$ cat config.mk
export PLATFORM = sky130hd
export DESIGN_NAME = small_key_value_table
export DESIGN_NICKNAME = d
export VERILOG_FILES = /design/src/hdl/skv_pkg.sv /design/src/hdl/small_key_value_table.sv
export SDC_FILE = /design/constraint.sdc
export NUM_CORES = 2
export LEC_CHECK = 0
export CORE_MARGIN = 1.5
export CORE_UTILIZATION = 41
export DETAILED_ROUTE_END_ITERATION = 6
export DONT_BUFFER_PORTS = 1
export GPL_ROUTABILITY_DRIVEN = 0
export PLACE_DENSITY = 0.58
export SLEW_MARGIN = 40
export SYNTH_ARGS = -nofsm -noshare
export SYNTH_HDL_FRONTEND = slang
export SYNTH_SLANG_ARGS = --single-unit
$ cat constraint.sdc
create_clock -name clk -period 5.5 [get_ports clk]
set_clock_uncertainty 0.05 [all_clocks]
set_input_delay 0.275 -clock clk [delete_from_list [all_inputs] [get_ports clk]]
set_output_delay 0.275 -clock clk [all_outputs]
set_load 0.05 [all_outputs]
$ cat src/hdl/skv_pkg.sv
// skv_pkg: shared sizes, operation codes and status codes for the key/value table
// depends on nothing; used by small_key_value_table and tb_small_key_value_table
package skv_pkg;

    // table sizing
    localparam int CAPACITY   = 16;
    localparam int KEY_BITS   = 32;
    localparam int VALUE_BITS = 32;

    // port field widths
    localparam int OP_W     = 2;
    localparam int FIELD_W  = 32;
    localparam int STATUS_W = 2;
    localparam int OCC_W    = 5;

    // stored widths: only the low bits of the port words take part
    localparam int KEY_W   = (KEY_BITS < FIELD_W) ? KEY_BITS : FIELD_W;
    localparam int VAL_W   = (VALUE_BITS < FIELD_W) ? VALUE_BITS : FIELD_W;
    localparam int IDX_W   = (CAPACITY > 1) ? $clog2(CAPACITY) : 1;
    localparam int COUNT_W = $clog2(CAPACITY + 1);

    // request operations
    typedef enum logic [OP_W-1:0] {
        OP_FIND   = 2'd0,
        OP_APPEND = 2'd1,
        OP_REMOVE = 2'd2,
        OP_CHANGE = 2'd3
    } op_t;

    // result status codes
    typedef enum logic [STATUS_W-1:0] {
        ST_OK   = 2'd0,
        ST_FULL = 2'd1,
        ST_DUP  = 2'd2,
        ST_MISS = 2'd3
    } status_t;

endpackage

$ cat src/hdl/small_key_value_table.sv
// small_key_value_table: fixed-capacity key/value table, one slot compared per cycle
// Steps: capture on transfer, scan of the slots (stops at the first matching key), update,
// then the result is held until taken.
// No request is taken until the last result is taken; one key comparator sets the pace.
// Reset: valid bits and the entry count clear at once; key and value stores are not cleared.
// depends on skv_pkg
module small_key_value_table
(
    input  logic                          clk,
    input  logic                          rst_n,
    input  logic                          in_valid,
    output logic                          in_ready,
    input  logic [skv_pkg::OP_W-1:0]      op,
    input  logic [skv_pkg::FIELD_W-1:0]   key,
    input  logic [skv_pkg::FIELD_W-1:0]   value,
    output logic                          out_valid,
    input  logic                          out_ready,
    output logic                          found,
    output logic [skv_pkg::FIELD_W-1:0]   value_out,
    output logic [skv_pkg::STATUS_W-1:0]  status,
    output logic [skv_pkg::OCC_W-1:0]     occupied
);

    typedef enum logic [1:0] {
        S_IDLE,
        S_SCAN,
        S_UPDATE,
        S_DONE
    } state_t;

    localparam logic [skv_pkg::IDX_W-1:0] LAST_IDX = skv_pkg::IDX_W'(skv_pkg::CAPACITY - 1);

    // slot storage
    logic [skv_pkg::CAPACITY-1:0] valid_reg, valid_next;
    logic [skv_pkg::KEY_W-1:0]    key_mem [skv_pkg::CAPACITY];
    logic [skv_pkg::VAL_W-1:0]    val_mem [skv_pkg::CAPACITY];
    logic [skv_pkg::COUNT_W-1:0]  count_reg, count_next;

    // registered read data of the slot under scan
    logic [skv_pkg::KEY_W-1:0]    key_rd_reg;
    logic [skv_pkg::VAL_W-1:0]    val_rd_reg;

    // sequencer and request registers
    state_t                     state_reg, state_next;
    logic [skv_pkg::IDX_W-1:0]  idx_reg, idx_next;
    skv_pkg::op_t               req_op_reg, req_op_next;
    logic [skv_pkg::KEY_W-1:0]  req_key_reg, req_key_next;
    logic [skv_pkg::VAL_W-1:0]  req_val_reg, req_val_next;
    logic                       hit_reg, hit_next;
    logic [skv_pkg::IDX_W-1:0]  hit_idx_reg, hit_idx_next;
    logic [skv_pkg::VAL_W-1:0]  hit_val_reg, hit_val_next;
    logic                       free_reg, free_next;
    logic [skv_pkg::IDX_W-1:0]  free_idx_reg, free_idx_next;

    // result registers
    logic                          out_valid_reg, out_valid_next;
    logic                          found_reg, found_next;
    logic [skv_pkg::FIELD_W-1:0]   value_out_reg, value_out_next;
    skv_pkg::status_t              status_reg, status_next;

    // store write port
    logic                       wr_key_en, wr_val_en;
    logic [skv_pkg::IDX_W-1:0]  wr_idx;

    // shared comparator on the slot under scan
    logic slot_valid, slot_hit;

    assign slot_valid = valid_reg[idx_reg];
    assign slot_hit   = slot_valid && (key_rd_reg == req_key_reg);

    // next-state logic
    always_comb
    begin
        state_next     = state_reg;
        idx_next       = idx_reg;
        req_op_next    = req_op_reg;
        req_key_next   = req_key_reg;
        req_val_next   = req_val_reg;
        hit_next       = hit_reg;
        hit_idx_next   = hit_idx_reg;
        hit_val_next   = hit_val_reg;
        free_next      = free_reg;
        free_idx_next  = free_idx_reg;
        valid_next     = valid_reg;
        count_next     = count_reg;
        out_valid_next = out_valid_reg;
        found_next     = found_reg;
        value_out_next = value_out_reg;
        status_next    = status_reg;
        wr_key_en      = 1'b0;
        wr_val_en      = 1'b0;
        wr_idx         = hit_idx_reg;

        unique case (state_reg)
            S_IDLE:
            begin
                // capture the request on transfer
                if (in_valid)
                begin
                    req_op_next  = skv_pkg::op_t'(op);
                    req_key_next = key[skv_pkg::KEY_W-1:0];
                    req_val_next = value[skv_pkg::VAL_W-1:0];
                    idx_next     = '0;
                    hit_next     = 1'b0;
                    free_next    = 1'b0;
                    state_next   = S_SCAN;
                end
            end

            S_SCAN:
            begin
                // one slot per cycle, stop on the first key match
                if (slot_hit)
                begin
                    hit_next     = 1'b1;
                    hit_idx_next = idx_reg;
                    hit_val_next = val_rd_reg;
                    state_next   = S_UPDATE;
                end
                else
                begin
                    // remember the lowest free slot
                    if (!slot_valid && !free_reg)
                    begin
                        free_next     = 1'b1;
                        free_idx_next = idx_reg;
                    end
                    if (idx_reg == LAST_IDX)
                    begin
                        state_next = S_UPDATE;
                    end
                    else
                    begin
                        idx_next = idx_reg + skv_pkg::IDX_W'(1);
                    end
                end
            end

            S_UPDATE:
            begin
                found_next     = hit_reg;
                value_out_next = '0;
                status_next    = skv_pkg::ST_OK;
                unique case (req_op_reg)
                    skv_pkg::OP_FIND:
                    begin
                        if (hit_reg)
                        begin
                            value_out_next = skv_pkg::FIELD_W'(hit_val_reg);
                        end
                        else
                        begin
                            status_next = skv_pkg::ST_MISS;
                        end
                    end
                    skv_pkg::OP_APPEND:
                    begin
                        // duplicate check comes before the full check
                        if (hit_reg)
                        begin
                            status_next = skv_pkg::ST_DUP;
                        end
                        else if (free_reg)
                        begin
                            valid_next[free_idx_reg] = 1'b1;
                            count_next = count_reg + skv_pkg::COUNT_W'(1);
                            wr_key_en  = 1'b1;
                            wr_val_en  = 1'b1;
                            wr_idx     = free_idx_reg;
                        end
                        else
                        begin
                            status_next = skv_pkg::ST_FULL;
                        end
                    end
                    skv_pkg::OP_REMOVE:
                    begin
                        if (hit_reg)
                        begin
                            valid_next[hit_idx_reg] = 1'b0;
                            count_next = count_reg - skv_pkg::COUNT_W'(1);
                        end
                        else
                        begin
                            status_next = skv_pkg::ST_MISS;
                        end
                    end
                    skv_pkg::OP_CHANGE:
                    begin
                        if (hit_reg)
                        begin
                            wr_val_en = 1'b1;
                        end
                        else
                        begin
                            status_next = skv_pkg::ST_MISS;
                        end
                    end
                    default:
                    begin
                        status_next = skv_pkg::ST_MISS;
                    end
                endcase
                out_valid_next = 1'b1;
                state_next     = S_DONE;
            end

            S_DONE:
            begin
                // hold the result until the transfer
                if (out_ready)
                begin
                    out_valid_next = 1'b0;
                    state_next     = S_IDLE;
                end
            end

            default:
            begin
                state_next = S_IDLE;
            end
        endcase
    end

    // control state and registered outputs
    always_ff @(posedge clk or negedge rst_n)
    begin
        if (!rst_n)
        begin
            state_reg     <= S_IDLE;
            valid_reg     <= '0;
            count_reg     <= '0;
            out_valid_reg <= 1'b0;
            hit_reg       <= 1'b0;
            free_reg      <= 1'b0;
            idx_reg       <= '0;
        end
        else
        begin
            state_reg     <= state_next;
            valid_reg     <= valid_next;
            count_reg     <= count_next;
            out_valid_reg <= out_valid_next;
            hit_reg       <= hit_next;
            free_reg      <= free_next;
            idx_reg       <= idx_next;
        end
    end

    // request and result payload
    always_ff @(posedge clk)
    begin
        req_op_reg    <= req_op_next;
        req_key_reg   <= req_key_next;
        req_val_reg   <= req_val_next;
        hit_idx_reg   <= hit_idx_next;
        hit_val_reg   <= hit_val_next;
        free_idx_reg  <= free_idx_next;
        found_reg     <= found_next;
        value_out_reg <= value_out_next;
        status_reg    <= status_next;
    end

    // key and value stores, one write and one registered read per cycle
    // the read address runs one slot ahead so the data lines up with idx_reg
    always_ff @(posedge clk)
    begin
        if (wr_key_en)
        begin
            key_mem[wr_idx] <= req_key_reg;
        end
        if (wr_val_en)
        begin
            val_mem[wr_idx] <= req_val_reg;
        end
        key_rd_reg <= key_mem[idx_next];
        val_rd_reg <= val_mem[idx_next];
    end

    // port drive
    assign in_ready  = (state_reg == S_IDLE);
    assign out_valid = out_valid_reg;
    assign found     = found_reg;
    assign value_out = value_out_reg;
    assign status    = status_reg;
    assign occupied  = skv_pkg::OCC_W'(count_reg);

    // checks
    a_busy_excl: assert property (@(posedge clk) disable iff (!rst_n)
        !(in_ready && out_valid))
        else $error("request taken while a result is pending");

    a_count_match: assert property (@(posedge clk) disable iff (!rst_n)
        count_reg == skv_pkg::COUNT_W'($countones(valid_reg)))
        else $error("entry count disagrees with valid bits");

    a_dup_found: assert property (@(posedge clk) disable iff (!rst_n)
        out_valid && (status == skv_pkg::ST_DUP) |-> found)
        else $error("duplicate status without a key match");

    a_result_after_update: assert property (@(posedge clk) disable iff (!rst_n)
        (state_reg == S_UPDATE) |=> out_valid)
        else $error("update cycle did not present a result");

endmodule

=== Word level (Yosys, flattened, before mapping) ===
Memory sizes are Yosys's and may differ from the RTL's. A register that Yosys moved wholly into a read port is not among the register bits.
Cells that the tools add are included.
W data, S select, Z words.

* $add $sub $neg: 3
* $lt $le $gt $ge: 5
* Eq/ne operators: 17
* Multiplexer cells: 50
* Bitwise logic cells: 4
* Reductions and logical operators: 21

{| class="wikitable"
|+ Operators by type and width
! operator !! count
|-
| $mux W16 || 3
|-
| $eq A32 B32 Y1 || 1
|-
| $pmux W16 S2 || 1
|-
| $mux W4 || 7
|-
| $mux W1 || 19
|-
| $and A16 B16 Y16 || 1
|-
| $ne A2 B2 Y1 const B || 8
|-
| $not A16 Y16 || 1
|-
| $or A16 B16 Y16 || 1
|-
| $lt A4 B5 Y1 const B || 3
|-
| $mux W5 || 3
|-
| $mux W2 || 6
|-
| $pmux W5 S2 || 1
|-
| $reduce_and A3 Y1 || 3
|-
| $demux W1 S4 || 2
|-
| $eq A2 B2 Y1 const B || 4
|-
| $ge A4 B1 Y1 const B || 2
|-
| $pmux W1 S2 || 4
|-
| $pmux W2 S4 || 1
|-
| $pmux W4 S2 || 1
|-
| $reduce_and A2 Y1 || 4
|-
| $reduce_bool A2 Y1 || 3
|-
| $add A5 B1 Y5 const B || 1
|-
| $reduce_and A5 Y1 || 1
|-
| 13 further kinds || 19
|}

* Register bits after elaboration: 171
* RAM bits: 1024
* Input bits: 70
* Output and inout port bits: 42
* Logic and storage cells: 118
* Memories: 2

{| class="wikitable"
|+ Memories
! memory !! depth !! bits a word !! rd ports !! clocked after Yosys merged registers in !! write ports !! RTL line !! source
|-
| key_mem || 16 || 32 || 1 || 1 || 1 || small_key_value_table.sv:35 || <nowiki>logic [skv_pkg::KEY_W-1:0] key_mem [skv_pkg::CAPACITY];</nowiki>
|-
| val_mem || 16 || 32 || 1 || 1 || 1 || small_key_value_table.sv:36 || <nowiki>logic [skv_pkg::VAL_W-1:0] val_mem [skv_pkg::CAPACITY];</nowiki>
|}

=== Longest topological paths before layout ===
* Depth in word-level cells: 8
* Mapped depth: 13
* Mapped depth without buffers: 11

=== Worst setup path before layout ===
OpenSTA, ideal clock, no wires.

* Path type: flip-flop to flip-flop
* Start point: reg state_reg[0]
* End point: reg val_rd_reg[15] in the netlist's numbering (read register of val_mem)
* Library setup time: 134 ps
* Arrival: 4791 ps
* Required time: 5316 ps
* Setup slack: 525 ps
* Cell stages (with the launch flop): 13
* Buffers on the path: 2
* Clock period less this slack: 4975 ps
* Cells stage by stage: dfrtp_1 > inv_1 > ha_1 > and2_1 > a21oi_1 > nand2_1 > o21ai_0 > nor3_1 > buf_4 > clkbuf_1 > mux2i_1 > o22ai_1 > or4_1

* Cells in the longest elaborated chain, start to end: 2
* Elaborated cells between the ends (all ways): 3
* Those cells by class: eq/ne (1); mux (1); reduce/logical (1)

{| class="wikitable"
|+ RTL lines
! element !! RTL line !! source
|-
| start, declared || small_key_value_table.sv:44 || <nowiki>state_t state_reg, state_next;</nowiki>
|-
| start signal, assigned || small_key_value_table.sv:240 || <nowiki>state_reg <= state_next;</nowiki>
|-
| $logic_not A2 Y1 || n/a ||
|-
| named net in_ready || small_key_value_table.sv:12 || <nowiki>output logic in_ready,</nowiki>
|-
| $pmux W4 S2 || small_key_value_table.sv:94 || <nowiki>unique case (state_reg)</nowiki>
|-
| end, declared || small_key_value_table.sv:41 || <nowiki>logic [skv_pkg::VAL_W-1:0] val_rd_reg;</nowiki>
|}

The timed path passes the listed nets, and every way through them passes these cells.
A chain may end at the register's enable or synchronous reset.

=== Worst setup path in the final report ===
* Start point: reg req_key_reg[4] in the netlist's numbering
* End point: reg val_rd_reg[10] in the netlist's numbering (read register of val_mem)

* Cells in the longest elaborated chain, start to end: 4

{| class="wikitable"
|+ RTL lines
! element !! RTL line !! source
|-
| start, declared || small_key_value_table.sv:47 || <nowiki>logic [skv_pkg::KEY_W-1:0] req_key_reg, req_key_next;</nowiki>
|-
| start signal, assigned || small_key_value_table.sv:254 || <nowiki>req_key_reg <= req_key_next;</nowiki>
|-
| $eq A32 B32 Y1 || small_key_value_table.sv:69 || <nowiki>assign slot_hit = slot_valid && (key_rd_reg == req_key_reg);</nowiki>
|-
| $logic_and A1 B1 Y1 || small_key_value_table.sv:69 ||
|-
| $mux W4 || small_key_value_table.sv:113 || <nowiki>if (slot_hit)</nowiki>
|-
| $pmux W4 S2 || small_key_value_table.sv:94 ||
|-
| named net idx_next (one bit) || small_key_value_table.sv:45 || <nowiki>logic [skv_pkg::IDX_W-1:0] idx_reg, idx_next;</nowiki>
|}

The timed path passes the listed nets, and every way through them passes these cells.

==> qor.csv <==
metric,value,unit
status,completed,
register area share after synthesis,0.791,
Area Overhead vs Synth,16.3,%
# diodes,0,
switch share,0.300,
min Tclk post-route,4630,ps
vias per std cell,5.53,
pwr/cell area,507,mW/mm^2
Initial Utilization,0.415,
Syn Area/Cell,18.6,um^2
worst-margin pin slew,835,ps
VDD IR-drop max,0.618,mV
# port buffers,0,
Max Slew Vio Count,0,
"top cells by area, synth","edfxtp_1 75%, mux2i_1 11%, o22ai_1 3.4%",
worst min-delay path category,in -> async,
Final period util,0.841,
cell internal pwr,19.3,mW
Post-synth EDFFs,1165,
Pre-antenna DRT Iters,5,
Worst-Skew Late Latency,740,ps
GRT overflow,0,
Post-Synthesis Cells,2516,
Yosys cell types,53,
Remaining DRCs,0,
syn_nets,2595,
worst reg2reg path depth,9,
pin count of the biggest net entering global routing,100,
global-route wire length before repair,163,mm
WP data required,6050,ps
Rel. slew slack,0.442,
mean routed wirelength per cell,26.1,um
Regs by FF count,"key_mem x512, val_mem x512",
post-synth top area share,0.747,
CP Data Arrival Time,5170,ps
layout cells sized above 1,0.124,
Seq cells post-synth,1259,
Row Count,123,
Routed WL,112,mm
initial antenna violation count,7,
top cell type by total area after synthesis,edfxtp_1,
clock root buffer,clkbuf_16,
Initial DRC Count,2103,
number of global-route vias before repair,24000,
dpl hpwl,62.0,mm
LEAKAGE,19.3,nW
filler instances,9220,
Crit Path Max Fanout,27,
CTS buffer count,130,
final hold violations,0,
Chip Width,341,um
CTS max path bufs,3,
Die Y,341,um
setup violators final,0,
Sequential Power Share,0.444,
CTS Sinks,1259,
vias,23700,
CP Capture Type,flop,
Power Total,27.6,mW
number of setup buffers added after CTS,0,
Synth Flop Type,edfxtp_1,
Sw Pwr,8.29,mW
async set-reset flop share out of synthesis,0.0238,
number of max-cap violations,0,
Worst Setup Start Kind,flop,
RSZ-0062 raised after global routing,no,
Setup CP Type,reg -> reg,
antenna-violating nets left,0,
CTS tree,yes,
Synthesis Warnings,0,
Layout Nets,2767,
Clk pwr share,0.309,
Core Footprint,0.113,mm^2
die area,0.116,mm^2
Mapped Area,0.0468,mm^2
IO Count,112,
combinational share of power,0.246,
Fin Setup TNS,0,ps
"Reg clk slew, reported paths",60,ps
Max Clock Freq,216,MHz
Tot GR Track Use,0.193,
htree depth,4,
==> placed cells by master, fill, tap and decap left out, types with 7 or more instances in the layout <==
cell type      count
a21oi_1           11
and2_1            33
buf_12            19
buf_16            11
buf_4             59
clkbuf_1          33
clkbuf_16        132
clkbuf_8          21
clkinv_1          13
clkinv_2          15
dfrtp_1           30
dfxtp_1           64
dlygate4sd3_1     69
edfxtp_1        1165
ha_1               7
inv_1             14
inv_6              7
mux2i_1          512
nand2_1           25
nand2b_1          10
nand3_1            7
nor2_1             9
nor2_4            33
nor4_1             7
o21ai_0           38
o22ai_1          256
or4_1             64
xor2_1            35
==> Yosys cell counts, types with 6 or more instances <==
cell	count
nand2_1	25
o21ai_0	39
mux2i_1	512
o22ai_1	256
a21oi_1	11
and2_1	34
inv_1	14
dfxtp_1	64
buf_4	9
clkbuf_1	23
nand2b_1	10
ha_1	8
nand3_1	7
xor2_1	35
nor4_1	9
nand3b_1	6
buf_2	77
nor2_1	42
edfxtp_1	1165
or3_1	8
dfrtp_1	30
buf_6	10
or4_1	64
==> metal layers <==
layer	global-route usage	vias to the layer above	wire length (um)
met1	0.276	12400	50200
met5	0	-	54
met3	0.0357	148	7650
met4	0.0519	8	2060
met2	0.304	760	52100
li1	-	10500	-
==> path summary, 6_finish.rpt <==
| kind | startpoint | to | slack (ps) |
|---|---|---|---|
| worst max-delay path | req_key_reg[4] | val_rd_reg[10] | 870 |
| worst min-delay path | rst_n | idx_reg[3] | 50 |
| worst max register to register | req_key_reg[4] | val_rd_reg[10] | 870 |
| worst min register to register | val_rd_reg[24] | hit_val_reg[24] | 350 |
| max in group asynchronous | rst_n | occupied[3] | 5160 |
| min in group clk | key[21] | req_key_reg[21] | 110 |
==> repair_timing <==
action | 4_1_cts | 5_1_grt
endpoints found under the hold margin | 101 | 0
resized for setup | 0 | 0
hold buffers | 71 | 0
==> worst max-delay path, cell delays in order (launching register included) <==
cell,delay (ps)
edfxtp_1,730
xor2_1,290
nor4_1,590
and4_1,410
a31oi_1,170
o211ai_2,600
or3_4,660
buf_4,320
o22ai_1,80
or4_1,550
==> power groups by stage <==
stage	clock network, mW	registers, mW	logic, mW
6_report	8.54	12.3	6.80
5_1_grt	9.10	12.3	7.27
4_1_cts	8.73	12.3	6.82
3_5_place_dp	0	12.5	6.75
3_3_place_gp	0	12.4	6.64
2_1_floorplan	0	12.2	5.21
==> per-stage QoR <==
| step | utilization | hold WS [ps] | instance area, um^2 | setup slack [ps] | instances |
|---|---|---|---|---|---|
| 6_report | 0.482 | 45.4 | 54400 | 873 | 4291 |
| 5_1_grt | 0.482 | 64.5 | 54400 | 683 | 4291 |
| 4_1_cts | 0.482 | 20.7 | 54400 | 866 | 4291 |
| 3_5_place_dp | 0.439 | -68.4 | 49500 | 898 | 3985 |
| 3_3_place_gp | 0.435 | -68.5 | 49100 | 784 | 3969 |
| 2_1_floorplan | - | -70.6 | 46800 | 525 | 2516 |
==> kinds of logic after synthesis <==
| logic type | share of synthesized area |
|---|---|
| buffers and inverters | 0.0157 |
| DFF | 0.791 |
| AOI/OAI and AO/OA | 0.0430 |
| xor gates and xnor gates | 0.00711 |
| muxes | 0.112 |
| and+or+nand+nor | 0.0289 |
| adders and majority gates | 0.00257 |
==> final cells by class <==
cell class	count	area, um^2	area share
Clock buffer	186	3720	0.0683
Clock inverter	49	459	0.00844
Inverter	16	62.6	0.00115
Multi-Input combinational cell	1117	9390	0.173
Sequential cell	1259	37000	0.680
Tap cell	1500	1880	0.0345
Timing Repair Buffer	164	1900	0.0350
Note: power is estimated with default switching activity, not from simulation.
